`src/gsv_pkg.sv`:
```
// shared types, constants and helpers for the gsv satellite table
package gsv_pkg;

  localparam int TableEntries      = 32;
  localparam int GroupsPerSentence = 4;
  localparam int IdxW              = $clog2(TableEntries);
  localparam int CntW              = IdxW + 1;

  localparam logic [9:0]  AccMax     = 10'd999;
  localparam logic [31:0] TimeoutRst = 32'd30000;

  localparam logic [7:0] ChDollar = 8'h24;
  localparam logic [7:0] ChLf     = 8'h0A;
  localparam logic [7:0] ChStar   = 8'h2A;
  localparam logic [7:0] ChComma  = 8'h2C;
  localparam logic [7:0] ChMinus  = 8'h2D;
  localparam logic [7:0] Ch0      = 8'h30;
  localparam logic [7:0] Ch9      = 8'h39;

  localparam logic [2:0] ConsUnknown = 3'd0;
  localparam logic [2:0] ConsGps     = 3'd1;
  localparam logic [2:0] ConsGlonass = 3'd2;
  localparam logic [2:0] ConsGalileo = 3'd3;
  localparam logic [2:0] ConsBeidou  = 3'd4;
  localparam logic [2:0] ConsQzss    = 3'd5;

  localparam logic EvUpdate = 1'b0;
  localparam logic EvEvict  = 1'b1;

  typedef struct packed {
    logic       valid;
    logic [7:0] prn;
    logic       elev_ok;
    logic [6:0] elevation;
    logic       azim_ok;
    logic [8:0] azimuth;
    logic       snr_ok;
    logic [9:0] snr;
    logic [2:0] constellation;
  } commit_t;

  typedef struct packed {
    logic [7:0]  prn;
    logic [6:0]  elevation;
    logic [8:0]  azimuth;
    logic [9:0]  snr;
    logic [2:0]  constellation;
    logic [31:0] stamp;
  } entry_t;

  typedef struct packed {
    logic            event_res;
    logic [IdxW-1:0] slot;
    logic [7:0]      prn;
    logic [6:0]      elevation;
    logic [8:0]      azimuth;
    logic [9:0]      snr;
    logic [2:0]      constellation;
    logic            last;
  } result_t;

  // talker prefix lookup over the five characters after the dollar
  function automatic logic [2:0] talker_code(input logic [39:0] s);
    logic [2:0] code;
    code = ConsUnknown;
    case (s)
      "GPGSV": code = ConsGps;
      "GLGSV": code = ConsGlonass;
      "GAGSV": code = ConsGalileo;
      "BDGSV": code = ConsBeidou;
      "QZGSV": code = ConsQzss;
      default: code = ConsUnknown;
    endcase
    return code;
  endfunction

endpackage

```
`src/gsv_parser.sv`:
```
// byte-level gsv sentence parser producing one group commit request
module gsv_parser (
  input  logic             clk_i,
  input  logic             rst_ni,
  input  logic             byte_valid_i,
  input  logic [7:0]       char_i,
  output gsv_pkg::commit_t req_o
);
  import gsv_pkg::*;

  typedef enum logic [3:0] {
    PhIdle   = 4'b0001,
    PhHeader = 4'b0010,
    PhGroups = 4'b0100,
    PhDone   = 4'b1000
  } phase_e;

  phase_e      phase_q, phase_d;
  logic [2:0]  char_pos_q, char_pos_d;
  logic [7:0]  pbuf_q [4], pbuf_d [4];
  logic [2:0]  prefix_q, prefix_d;
  logic [2:0]  comma_q, comma_d;
  logic [2:0]  gcount_q, gcount_d;
  logic [1:0]  fidx_q, fidx_d;
  logic [3:0]  present_q, present_d;
  logic [9:0]  gv_q [4], gv_d [4];
  logic [9:0]  acc_q, acc_d;
  logic        nonempty_q, nonempty_d;
  logic        neg_q, neg_d;
  logic        stop_q, stop_d;

  logic [13:0] acc_next;
  logic        field_ok;
  logic [3:0]  mask;
  commit_t     req;

  assign acc_next = {4'b0, acc_q} * 14'd10 + {6'b0, char_i - Ch0};
  assign field_ok = nonempty_q && !(neg_q && acc_q != '0);

  always_comb begin
    phase_d    = phase_q;
    char_pos_d = char_pos_q;
    pbuf_d     = pbuf_q;
    prefix_d   = prefix_q;
    comma_d    = comma_q;
    gcount_d   = gcount_q;
    fidx_d     = fidx_q;
    present_d  = present_q;
    gv_d       = gv_q;
    acc_d      = acc_q;
    nonempty_d = nonempty_q;
    neg_d      = neg_q;
    stop_d     = stop_q;
    mask       = present_q;
    req        = '0;

    if (byte_valid_i) begin
      if (char_i == ChDollar) begin
        phase_d    = PhHeader;
        prefix_d   = ConsUnknown;
        char_pos_d = '0;
        comma_d    = '0;
        gcount_d   = '0;
        fidx_d     = '0;
        present_d  = '0;
        for (int i = 0; i < 4; i++) gv_d[i] = '0;
        acc_d      = '0;
        nonempty_d = 1'b0;
        neg_d      = 1'b0;
        stop_d     = 1'b0;
      end else if (char_i == ChLf) begin
        phase_d = PhIdle;
      end else if (phase_q == PhHeader || phase_q == PhGroups) begin
        if (char_pos_q < 3'd5) begin
          char_pos_d = char_pos_q + 3'd1;
          if (char_pos_q == 3'd4) begin
            prefix_d = talker_code({pbuf_q[0], pbuf_q[1], pbuf_q[2], pbuf_q[3], char_i});
          end else begin
            pbuf_d[char_pos_q[1:0]] = char_i;
          end
        end
        case (phase_q)
          PhHeader: begin
            if (char_i == ChStar) begin
              phase_d = PhDone;
            end else if (char_i == ChComma) begin
              comma_d = comma_q + 3'd1;
              if (comma_q >= 3'd3) begin
                phase_d    = PhGroups;
                fidx_d     = '0;
                present_d  = '0;
                acc_d      = '0;
                nonempty_d = 1'b0;
                neg_d      = 1'b0;
                stop_d     = 1'b0;
              end
            end
          end
          PhGroups: begin
            if (char_i == ChComma || char_i == ChStar) begin
              if (fidx_q == 2'd0 && !nonempty_q && char_i == ChStar) begin
                phase_d = PhDone;
              end else begin
                gv_d[fidx_q] = acc_q;
                if (field_ok) mask[fidx_q] = 1'b1;
                present_d = mask;
                if (fidx_q == 2'd3) begin
                  // snr field closes the group
                  req.valid = mask[0] && gv_q[0] >= 10'd1 && gv_q[0] <= 10'd199;
                  req.prn           = gv_q[0][7:0];
                  req.elev_ok       = mask[1] && gv_q[1] <= 10'd90;
                  req.elevation     = gv_q[1][6:0];
                  req.azim_ok       = mask[2] && gv_q[2] < 10'd360;
                  req.azimuth       = gv_q[2][8:0];
                  req.snr_ok        = mask[3];
                  req.snr           = acc_q;
                  req.constellation = prefix_q;
                  gcount_d  = gcount_q + 3'd1;
                  fidx_d    = '0;
                  present_d = '0;
                  if (char_i == ChStar || gcount_q + 3'd1 >= 3'(GroupsPerSentence)) begin
                    phase_d = PhDone;
                  end
                end else begin
                  fidx_d = fidx_q + 2'd1;
                  if (char_i == ChStar) phase_d = PhDone;
                end
                acc_d      = '0;
                nonempty_d = 1'b0;
                neg_d      = 1'b0;
                stop_d     = 1'b0;
              end
            end else begin
              if (!nonempty_q && char_i == ChMinus) begin
                neg_d = 1'b1;
              end else if (!stop_q && char_i >= Ch0 && char_i <= Ch9) begin
                acc_d = (acc_next > 14'(AccMax)) ? AccMax : acc_next[9:0];
              end else begin
                stop_d = 1'b1;
              end
              nonempty_d = 1'b1;
            end
          end
          default: begin
          end
        endcase
      end
    end
  end

  assign req_o = req;

  always_ff @(posedge clk_i or negedge rst_ni) begin
    if (!rst_ni) begin
      phase_q    <= PhIdle;
      char_pos_q <= '0;
      prefix_q   <= ConsUnknown;
      comma_q    <= '0;
      gcount_q   <= '0;
      fidx_q     <= '0;
      present_q  <= '0;
      acc_q      <= '0;
      nonempty_q <= 1'b0;
      neg_q      <= 1'b0;
      stop_q     <= 1'b0;
      for (int i = 0; i < 4; i++) begin
        pbuf_q[i] <= '0;
        gv_q[i]   <= '0;
      end
    end else begin
      phase_q    <= phase_d;
      char_pos_q <= char_pos_d;
      prefix_q   <= prefix_d;
      comma_q    <= comma_d;
      gcount_q   <= gcount_d;
      fidx_q     <= fidx_d;
      present_q  <= present_d;
      acc_q      <= acc_d;
      nonempty_q <= nonempty_d;
      neg_q      <= neg_d;
      stop_q     <= stop_d;
      pbuf_q     <= pbuf_d;
      gv_q       <= gv_d;
    end
  end

endmodule

```
`src/gsv_table.sv`:
```
// slot memory with search-and-update and stale sweep sequencer
module gsv_table (
  input  logic             clk_i,
  input  logic             rst_ni,
  input  logic             start_scan_i,
  input  logic             start_tick_i,
  input  gsv_pkg::commit_t req_i,
  input  logic             cfg_we_i,
  input  logic [31:0]      cfg_data_i,
  output logic             busy_o,
  output logic             res_valid_o,
  output gsv_pkg::result_t res_o
);
  import gsv_pkg::*;

  typedef enum logic [2:0] {
    TbIdle  = 3'b001,
    TbScan  = 3'b010,
    TbSweep = 3'b100
  } tb_state_e;

  tb_state_e       state_q, state_d;
  logic [CntW-1:0] cnt_q, cnt_d;
  logic            ph_vld_q, ph_vld_d;
  logic [IdxW-1:0] ph_idx_q, ph_idx_d;
  commit_t         req_q;
  logic [31:0]     time_q, timeout_q;
  logic            vld_q [TableEntries];
  logic            rd_vld_q;
  entry_t          rd_data_q;
  entry_t          mem [TableEntries];

  logic            pend_vld_q, pend_vld_d;
  result_t         pend_q, pend_d;
  logic            out_vld_q, out_vld_d;
  result_t         out_q, out_d;

  logic            issue, hit, stale, done;
  logic            wr_en;
  entry_t          cur, wr_data;
  logic [31:0]     age;

  assign cur   = rd_vld_q ? rd_data_q : '0;
  assign age   = time_q - cur.stamp;
  assign issue = (state_q != TbIdle) && (cnt_q < CntW'(TableEntries));
  assign hit   = (state_q == TbScan) && ph_vld_q &&
                 (cur.prn == req_q.prn || cur.prn == '0);
  assign stale = (state_q == TbSweep) && ph_vld_q && cur.prn != '0 && age > timeout_q;
  assign done  = !issue && !ph_vld_q;

  always_comb begin
    state_d    = state_q;
    cnt_d      = issue ? cnt_q + CntW'(1) : cnt_q;
    ph_vld_d   = issue && !hit;
    ph_idx_d   = cnt_q[IdxW-1:0];
    pend_vld_d = pend_vld_q;
    pend_d     = pend_q;
    out_vld_d  = 1'b0;
    out_d      = out_q;
    wr_en      = 1'b0;
    wr_data    = cur;

    case (state_q)
      TbIdle: begin
        if (start_scan_i) begin
          state_d = TbScan;
          cnt_d   = '0;
        end else if (start_tick_i) begin
          state_d = TbSweep;
          cnt_d   = '0;
        end
      end
      TbScan: begin
        if (hit) begin
          wr_en                 = 1'b1;
          wr_data.prn           = req_q.prn;
          if (req_q.elev_ok) wr_data.elevation = req_q.elevation;
          if (req_q.azim_ok) wr_data.azimuth = req_q.azimuth;
          if (req_q.snr_ok) wr_data.snr = req_q.snr;
          wr_data.constellation = req_q.constellation;
          wr_data.stamp         = time_q;
          out_vld_d             = 1'b1;
          out_d = '{event_res: EvUpdate, slot: ph_idx_q, prn: wr_data.prn,
                    elevation: wr_data.elevation, azimuth: wr_data.azimuth,
                    snr: wr_data.snr, constellation: wr_data.constellation, last: 1'b1};
          state_d = TbIdle;
        end else if (done) begin
          state_d = TbIdle;
        end
      end
      TbSweep: begin
        if (stale) begin
          wr_en       = 1'b1;
          wr_data.prn = '0;
          // hold each eviction back one step so the final one can carry last
          if (pend_vld_q) begin
            out_vld_d = 1'b1;
            out_d     = pend_q;
          end
          pend_vld_d = 1'b1;
          pend_d = '{event_res: EvEvict, slot: ph_idx_q, prn: 8'd0,
                     elevation: cur.elevation, azimuth: cur.azimuth, snr: cur.snr,
                     constellation: cur.constellation, last: 1'b0};
        end else if (done) begin
          state_d = TbIdle;
          if (pend_vld_q) begin
            out_vld_d  = 1'b1;
            out_d      = pend_q;
            out_d.last = 1'b1;
            pend_vld_d = 1'b0;
          end
        end
      end
      default: state_d = TbIdle;
    endcase
  end

  always_ff @(posedge clk_i) begin
    if (wr_en) mem[ph_idx_q] <= wr_data;
    rd_data_q <= mem[cnt_q[IdxW-1:0]];
    if (start_scan_i) req_q <= req_i;
    pend_q <= pend_d;
    out_q  <= out_d;
  end

  always_ff @(posedge clk_i or negedge rst_ni) begin
    if (!rst_ni) begin
      state_q    <= TbIdle;
      cnt_q      <= '0;
      ph_vld_q   <= 1'b0;
      ph_idx_q   <= '0;
      rd_vld_q   <= 1'b0;
      time_q     <= '0;
      timeout_q  <= TimeoutRst;
      pend_vld_q <= 1'b0;
      out_vld_q  <= 1'b0;
      for (int i = 0; i < TableEntries; i++) vld_q[i] <= 1'b0;
    end else begin
      state_q    <= state_d;
      cnt_q      <= cnt_d;
      ph_vld_q   <= ph_vld_d;
      ph_idx_q   <= ph_idx_d;
      rd_vld_q   <= vld_q[cnt_q[IdxW-1:0]];
      pend_vld_q <= pend_vld_d;
      out_vld_q  <= out_vld_d;
      if (wr_en) vld_q[ph_idx_q] <= 1'b1;
      if (state_q == TbIdle && start_tick_i && !start_scan_i) time_q <= time_q + 32'd1;
      if (cfg_we_i) timeout_q <= cfg_data_i;
    end
  end

  assign busy_o      = (state_q != TbIdle);
  assign res_valid_o = out_vld_q;
  assign res_o       = out_q;

endmodule

```
`src/gsv_satellite_table.sv`:
```
// top level: gsv sentence parser feeding a 32-slot satellite table
// A byte is taken whenever start is high and busy is low; a byte that completes a storable group, and every
// millisecond tick, starts a walk over the slot memory with one read per slot,
// during which busy is high.
// Results appear on valid_o for one cycle each and must be taken when shown.
module gsv_satellite_table (
  input  logic        clk_i,
  input  logic        rst_ni,
  input  logic        start,
  output logic        busy,
  input  logic        kind_i,
  input  logic [7:0]  char_in_i,
  input  logic        cfg_valid_i,
  output logic        cfg_ready_o,
  input  logic [31:0] cfg_data_i,
  output logic        valid_o,
  output logic        event_res_o,
  output logic [4:0]  slot_o,
  output logic [7:0]  prn_o,
  output logic [6:0]  elevation_o,
  output logic [8:0]  azimuth_o,
  output logic [9:0]  snr_o,
  output logic [2:0]  constellation_o,
  output logic        last_o
);
  import gsv_pkg::*;

  logic    accept;
  logic    tb_busy;
  commit_t req;
  result_t res;

  assign accept      = start && !tb_busy;
  assign cfg_ready_o = 1'b1;

  gsv_parser u_parser (
    .clk_i        (clk_i),
    .rst_ni       (rst_ni),
    .byte_valid_i (accept && !kind_i),
    .char_i       (char_in_i),
    .req_o        (req)
  );

  gsv_table u_table (
    .clk_i        (clk_i),
    .rst_ni       (rst_ni),
    .start_scan_i (accept && !kind_i && req.valid),
    .start_tick_i (accept && kind_i),
    .req_i        (req),
    .cfg_we_i     (cfg_valid_i && cfg_ready_o),
    .cfg_data_i   (cfg_data_i),
    .busy_o       (tb_busy),
    .res_valid_o  (valid_o),
    .res_o        (res)
  );

  assign busy            = tb_busy;
  assign event_res_o     = res.event_res;
  assign slot_o          = 5'(res.slot);
  assign prn_o           = res.prn;
  assign elevation_o     = res.elevation;
  assign azimuth_o       = res.azimuth;
  assign snr_o           = res.snr;
  assign constellation_o = res.constellation;
  assign last_o          = res.last;

endmodule

```
`config.mk`:
```
export PLATFORM = sky130hd
export DESIGN_NAME = gsv_satellite_table
export DESIGN_NICKNAME = d
export VERILOG_FILES = /design/src/gsv_pkg.sv /design/src/gsv_parser.sv /design/src/gsv_table.sv /design/src/gsv_satellite_table.sv
export SDC_FILE = /design/constraint.sdc
export NUM_CORES = 2
export LEC_CHECK = 0
export BUFFER_PORTS_ARGS = -buffer_cell sky130_fd_sc_hd__buf_2
export CORE_ASPECT_RATIO = 0.7
export CORE_MARGIN = 4
export CORE_UTILIZATION = 40
export DETAILED_ROUTE_END_ITERATION = 16
export PLACE_DENSITY_LB_ADDON = 0.12
export SLEW_MARGIN = 20
export SYNTH_ARGS = -nofsm -noshare
export SYNTH_HDL_FRONTEND = slang
export SYNTH_SLANG_ARGS = --single-unit
```
`constraint.sdc`:
```
create_clock -name clk_i -period 10.2 [get_ports clk_i]
set_clock_uncertainty 0.05 [all_clocks]
set_input_delay 2.04 -clock clk_i [delete_from_list [all_inputs] [get_ports clk_i]]
set_output_delay 2.04 -clock clk_i [all_outputs]
set_load 0.005 [all_outputs]
```
==> reports/metrics.yaml <==
timing.hold.ws_ns: 0.414
dp_hpwl_um: 167000
final_antenna_net_count: 0
hold_start: "u_table.vld_q[30]"
r2r-start: "u_table.rd_vld_q"
drt_wl_total_um: 292000
grt_max_degree: 120
overflow: 0
min_to: "u_table.vld_q[30]"
portBuffers: 90
drt_iter0_markers: 5905
ys_async_sr_fraction: 0.0810
syn-num-nets: 5952
startpoint_type: "flop"
fillers: 22110
gp_congestion: 0.809
cts_hold_buf: 0
ys_top_cells_by_count: "edfxtp_1 (2326), mux2i_1 (474), nand2_1 (455)"
yosys_register_bits: 2606
synthFlopType: "edfxtp_1"
r2r_cells: 21
outcome: "complete, no violations"
clkTransAtPathRegs_ns: 0.06
htree_levels: 4
multi_input_area_um2: 26200
irDropWorstVdd_v: 0.000160
critPathCaptureType: "flop"
final_cells: 9678
fmax_mhz: 124
r2r_slack_ns: 2.11
layout-drive-gt1-share: 0.185
maxSlewViolCount: 0
hold_violations: 0
p_leak_nw: 39.6
clk_latency_ns: 0.91
dp.cells: 9207
nets: 6139
cts.sinks: 2606
synth_edf_count: 2326
tightest_slew_ns: 1.23
dr.pass1.iters: 6
grt_pass1_wl_um: 417000
yosysSeqAreaShare: 0.737
via_count: 55796
rows: 156
required_ns: 10.68
criticalPathCategory: "flop to flop"
cts_setup_buffers: 0
drc_errors: 0
die_area_um2: 268000
crit_arrival_ns: 8.57
hold_path.class: "flop to flop"
final.min_clock_period_ns: 8.09
antenna_found_initial: 10
cts_buffer_depth: 4
finalCritPeriodShare: 0.793
syn2layout_area_growth_pct: 13.2
core_area_um2: 258000
relSlewSlack: 0.170
r2r-end: "u_table.mem[19][3]"
grtUsageTotal: 0.215
fin_tns_setup_ns: 0
initial_core_util: 0.402
synthCells: 5800
grt_pass1_vias: 54693
die_h_um: 434
via_per_inst: 5.77
pwr_density_cell_nw_per_um2: 241
regArea_um2: 76500
netlist.area_leader.share: 0.673
p_total_mw: 28.3
yosys.cell_types.count: 91
pin_count: 92
synthMostInstantiatedCell: "edfxtp_1"
yosys-top-cells-area: "edfxtp_1 (67%), mux4_2 (7.8%), dfrtp_1 (4.9%), mux2i_1 (4.6%), o221ai_1 (2.4%)"
cap_viol_max_count: 0
setup_ws_ns: 2.11
pre_cts_ws_ns: 2.12
syn_avg_cell_area_um2: 17.9
critPathMaxFanout: 34
rsz0062_at_grt: "false"
hold_depth: 1
cts_root_buffer: "clkbuf_16"
cts_tree: "built"
cts_buffers: 249
ys_warn_count: 0
setup_viol: 0
yosysTopAreaCell: "edfxtp_1"
cts_resized: 0
syn-cell-area_um2: 104000
avgRoutedWirePerCell_um: 30.2
die_x_um: 617
-- where the power goes --
part           internal [mW]  leakage (nW)  switching (mW)
clock network           5.38          4.03            4.02
registers               12.1          24.7           0.226
logic                   2.59          10.8            3.99
-- metal layers --
metal / share of wire / vias to the layer above / track usage / routed length (um)
li1: - / 23852 / - / -
met1: 0.49 / 29785 / 0.343 / 143000
met2: 0.43 / 1840 / 0.310 / 126000
met3: 0.063 / 319 / 0.0324 / 18300
met4: 0.020 / 0 / 0.0446 / 5730
met5: 0 / - / 0 / 0
-- worst max-delay path by stage --
stage	from	end	slack [ns]
after floorplan	u_table.rd_vld_q	u_table.mem[12][0]	-0.03
after global placement	u_table.rd_vld_q	u_table.mem[19][55]	2.16
after detailed placement	u_table.rd_vld_q	u_table.mem[19][48]	2.12
after CTS	u_table.rd_vld_q	u_table.mem[19][59]	2.10
after global routing	u_table.rd_vld_q	u_table.mem[19][3]	1.57
final	u_table.rd_vld_q	u_table.mem[19][3]	2.11
-- flip-flops by register name, indices dropped and copies added (netlist names), 4 cells and up --
signal              count
u_parser.acc_q         10
u_table.time_q         32
u_table.cnt_q           6
u_table.vld_q          32
u_parser.gv_q          30
u_table.ph_idx_q        5
u_parser.phase_q        4
u_parser.pbuf_q        32
u_table.rd_data_q      69
u_table.timeout_q      32
u_table.res_o          44
u_table.req_q          40
u_table.mem          2208
u_table.pend_q         34
u_parser.present_q      4
-- worst max-delay path, cell delays in order (launching register included) --
cell and delay (ns):
dfrtp_4 0.60, and2_1 0.22, ha_1 0.17, inv_1 0.06, fa_1 0.46, a211oi_1 0.34, o21ai_0 0.17, nor2b_1 0.19
o2111ai_1 0.28, a31oi_1 0.18, o41ai_1 0.59, o311ai_0 0.23, ha_1 0.33, nand4_1 0.15, nor4_1 0.35, inv_1 0.10
o2111ai_1 0.89, nand4_1 0.50, buf_4 0.38, nor3_2 0.21, buf_4 0.66, buf_4 0.47
-- cell families after synthesis --
logic type | after synthesis | share of synthesized area
compound gates | 874 | 0.0596
xor+xnor | 79 | 0.00666
fa+ha+maj | 107 | 0.0131
buf+inv | 383 | 0.0143
flops | 2606 | 0.737
mux | 897 | 0.131
other cells | 1 | 0.0000361
simple gates | 853 | 0.0389
-- per-stage QoR --
stage / utilization / area, um2
after global placement: 0.423 / 109000
after global routing: 0.455 / 118000
final: 0.455 / 118000
after detailed placement: 0.423 / 109000
after floorplan: - / 104000
after CTS: 0.455 / 117000
-- placed cells by master, fill, tap and decap left out, types with 19 or more instances in the layout --
cell type and n:
edfxtp_1 2326, dfxtp_1 69, clkinv_2 52, ha_1 104
mux2_2 63, buf_4 132, clkbuf_16 255, nand2_1 454
nand3_1 37, nor2_1 78, buf_2 89, mux2i_1 474
dfrtp_1 196, buf_12 21, xor2_1 21, o21ai_0 173
a21oi_1 123, o221ai_1 279, inv_1 68, and3_1 22
and2_1 82, clkbuf_8 20, clkbuf_1 54, bufinv_16 27
a41o_1 33, nor3_2 33, xnor2_1 58, a22o_1 41
mux4_2 360, nand4_1 19, nor3_1 26, clkinv_1 42
a21o_1 27, o22ai_1 66
-- final cells by class --
cell class              count  area share
flip-flops and latches   2606       0.651
multi-input cells        2811       0.223
clock buffers             329      0.0583
well taps                3476      0.0370
repair buffers            248      0.0169
clock inverters           132      0.0113
inverters                  71     0.00233
diodes                      5    0.000106
Power figures use the tool's default switching activity.
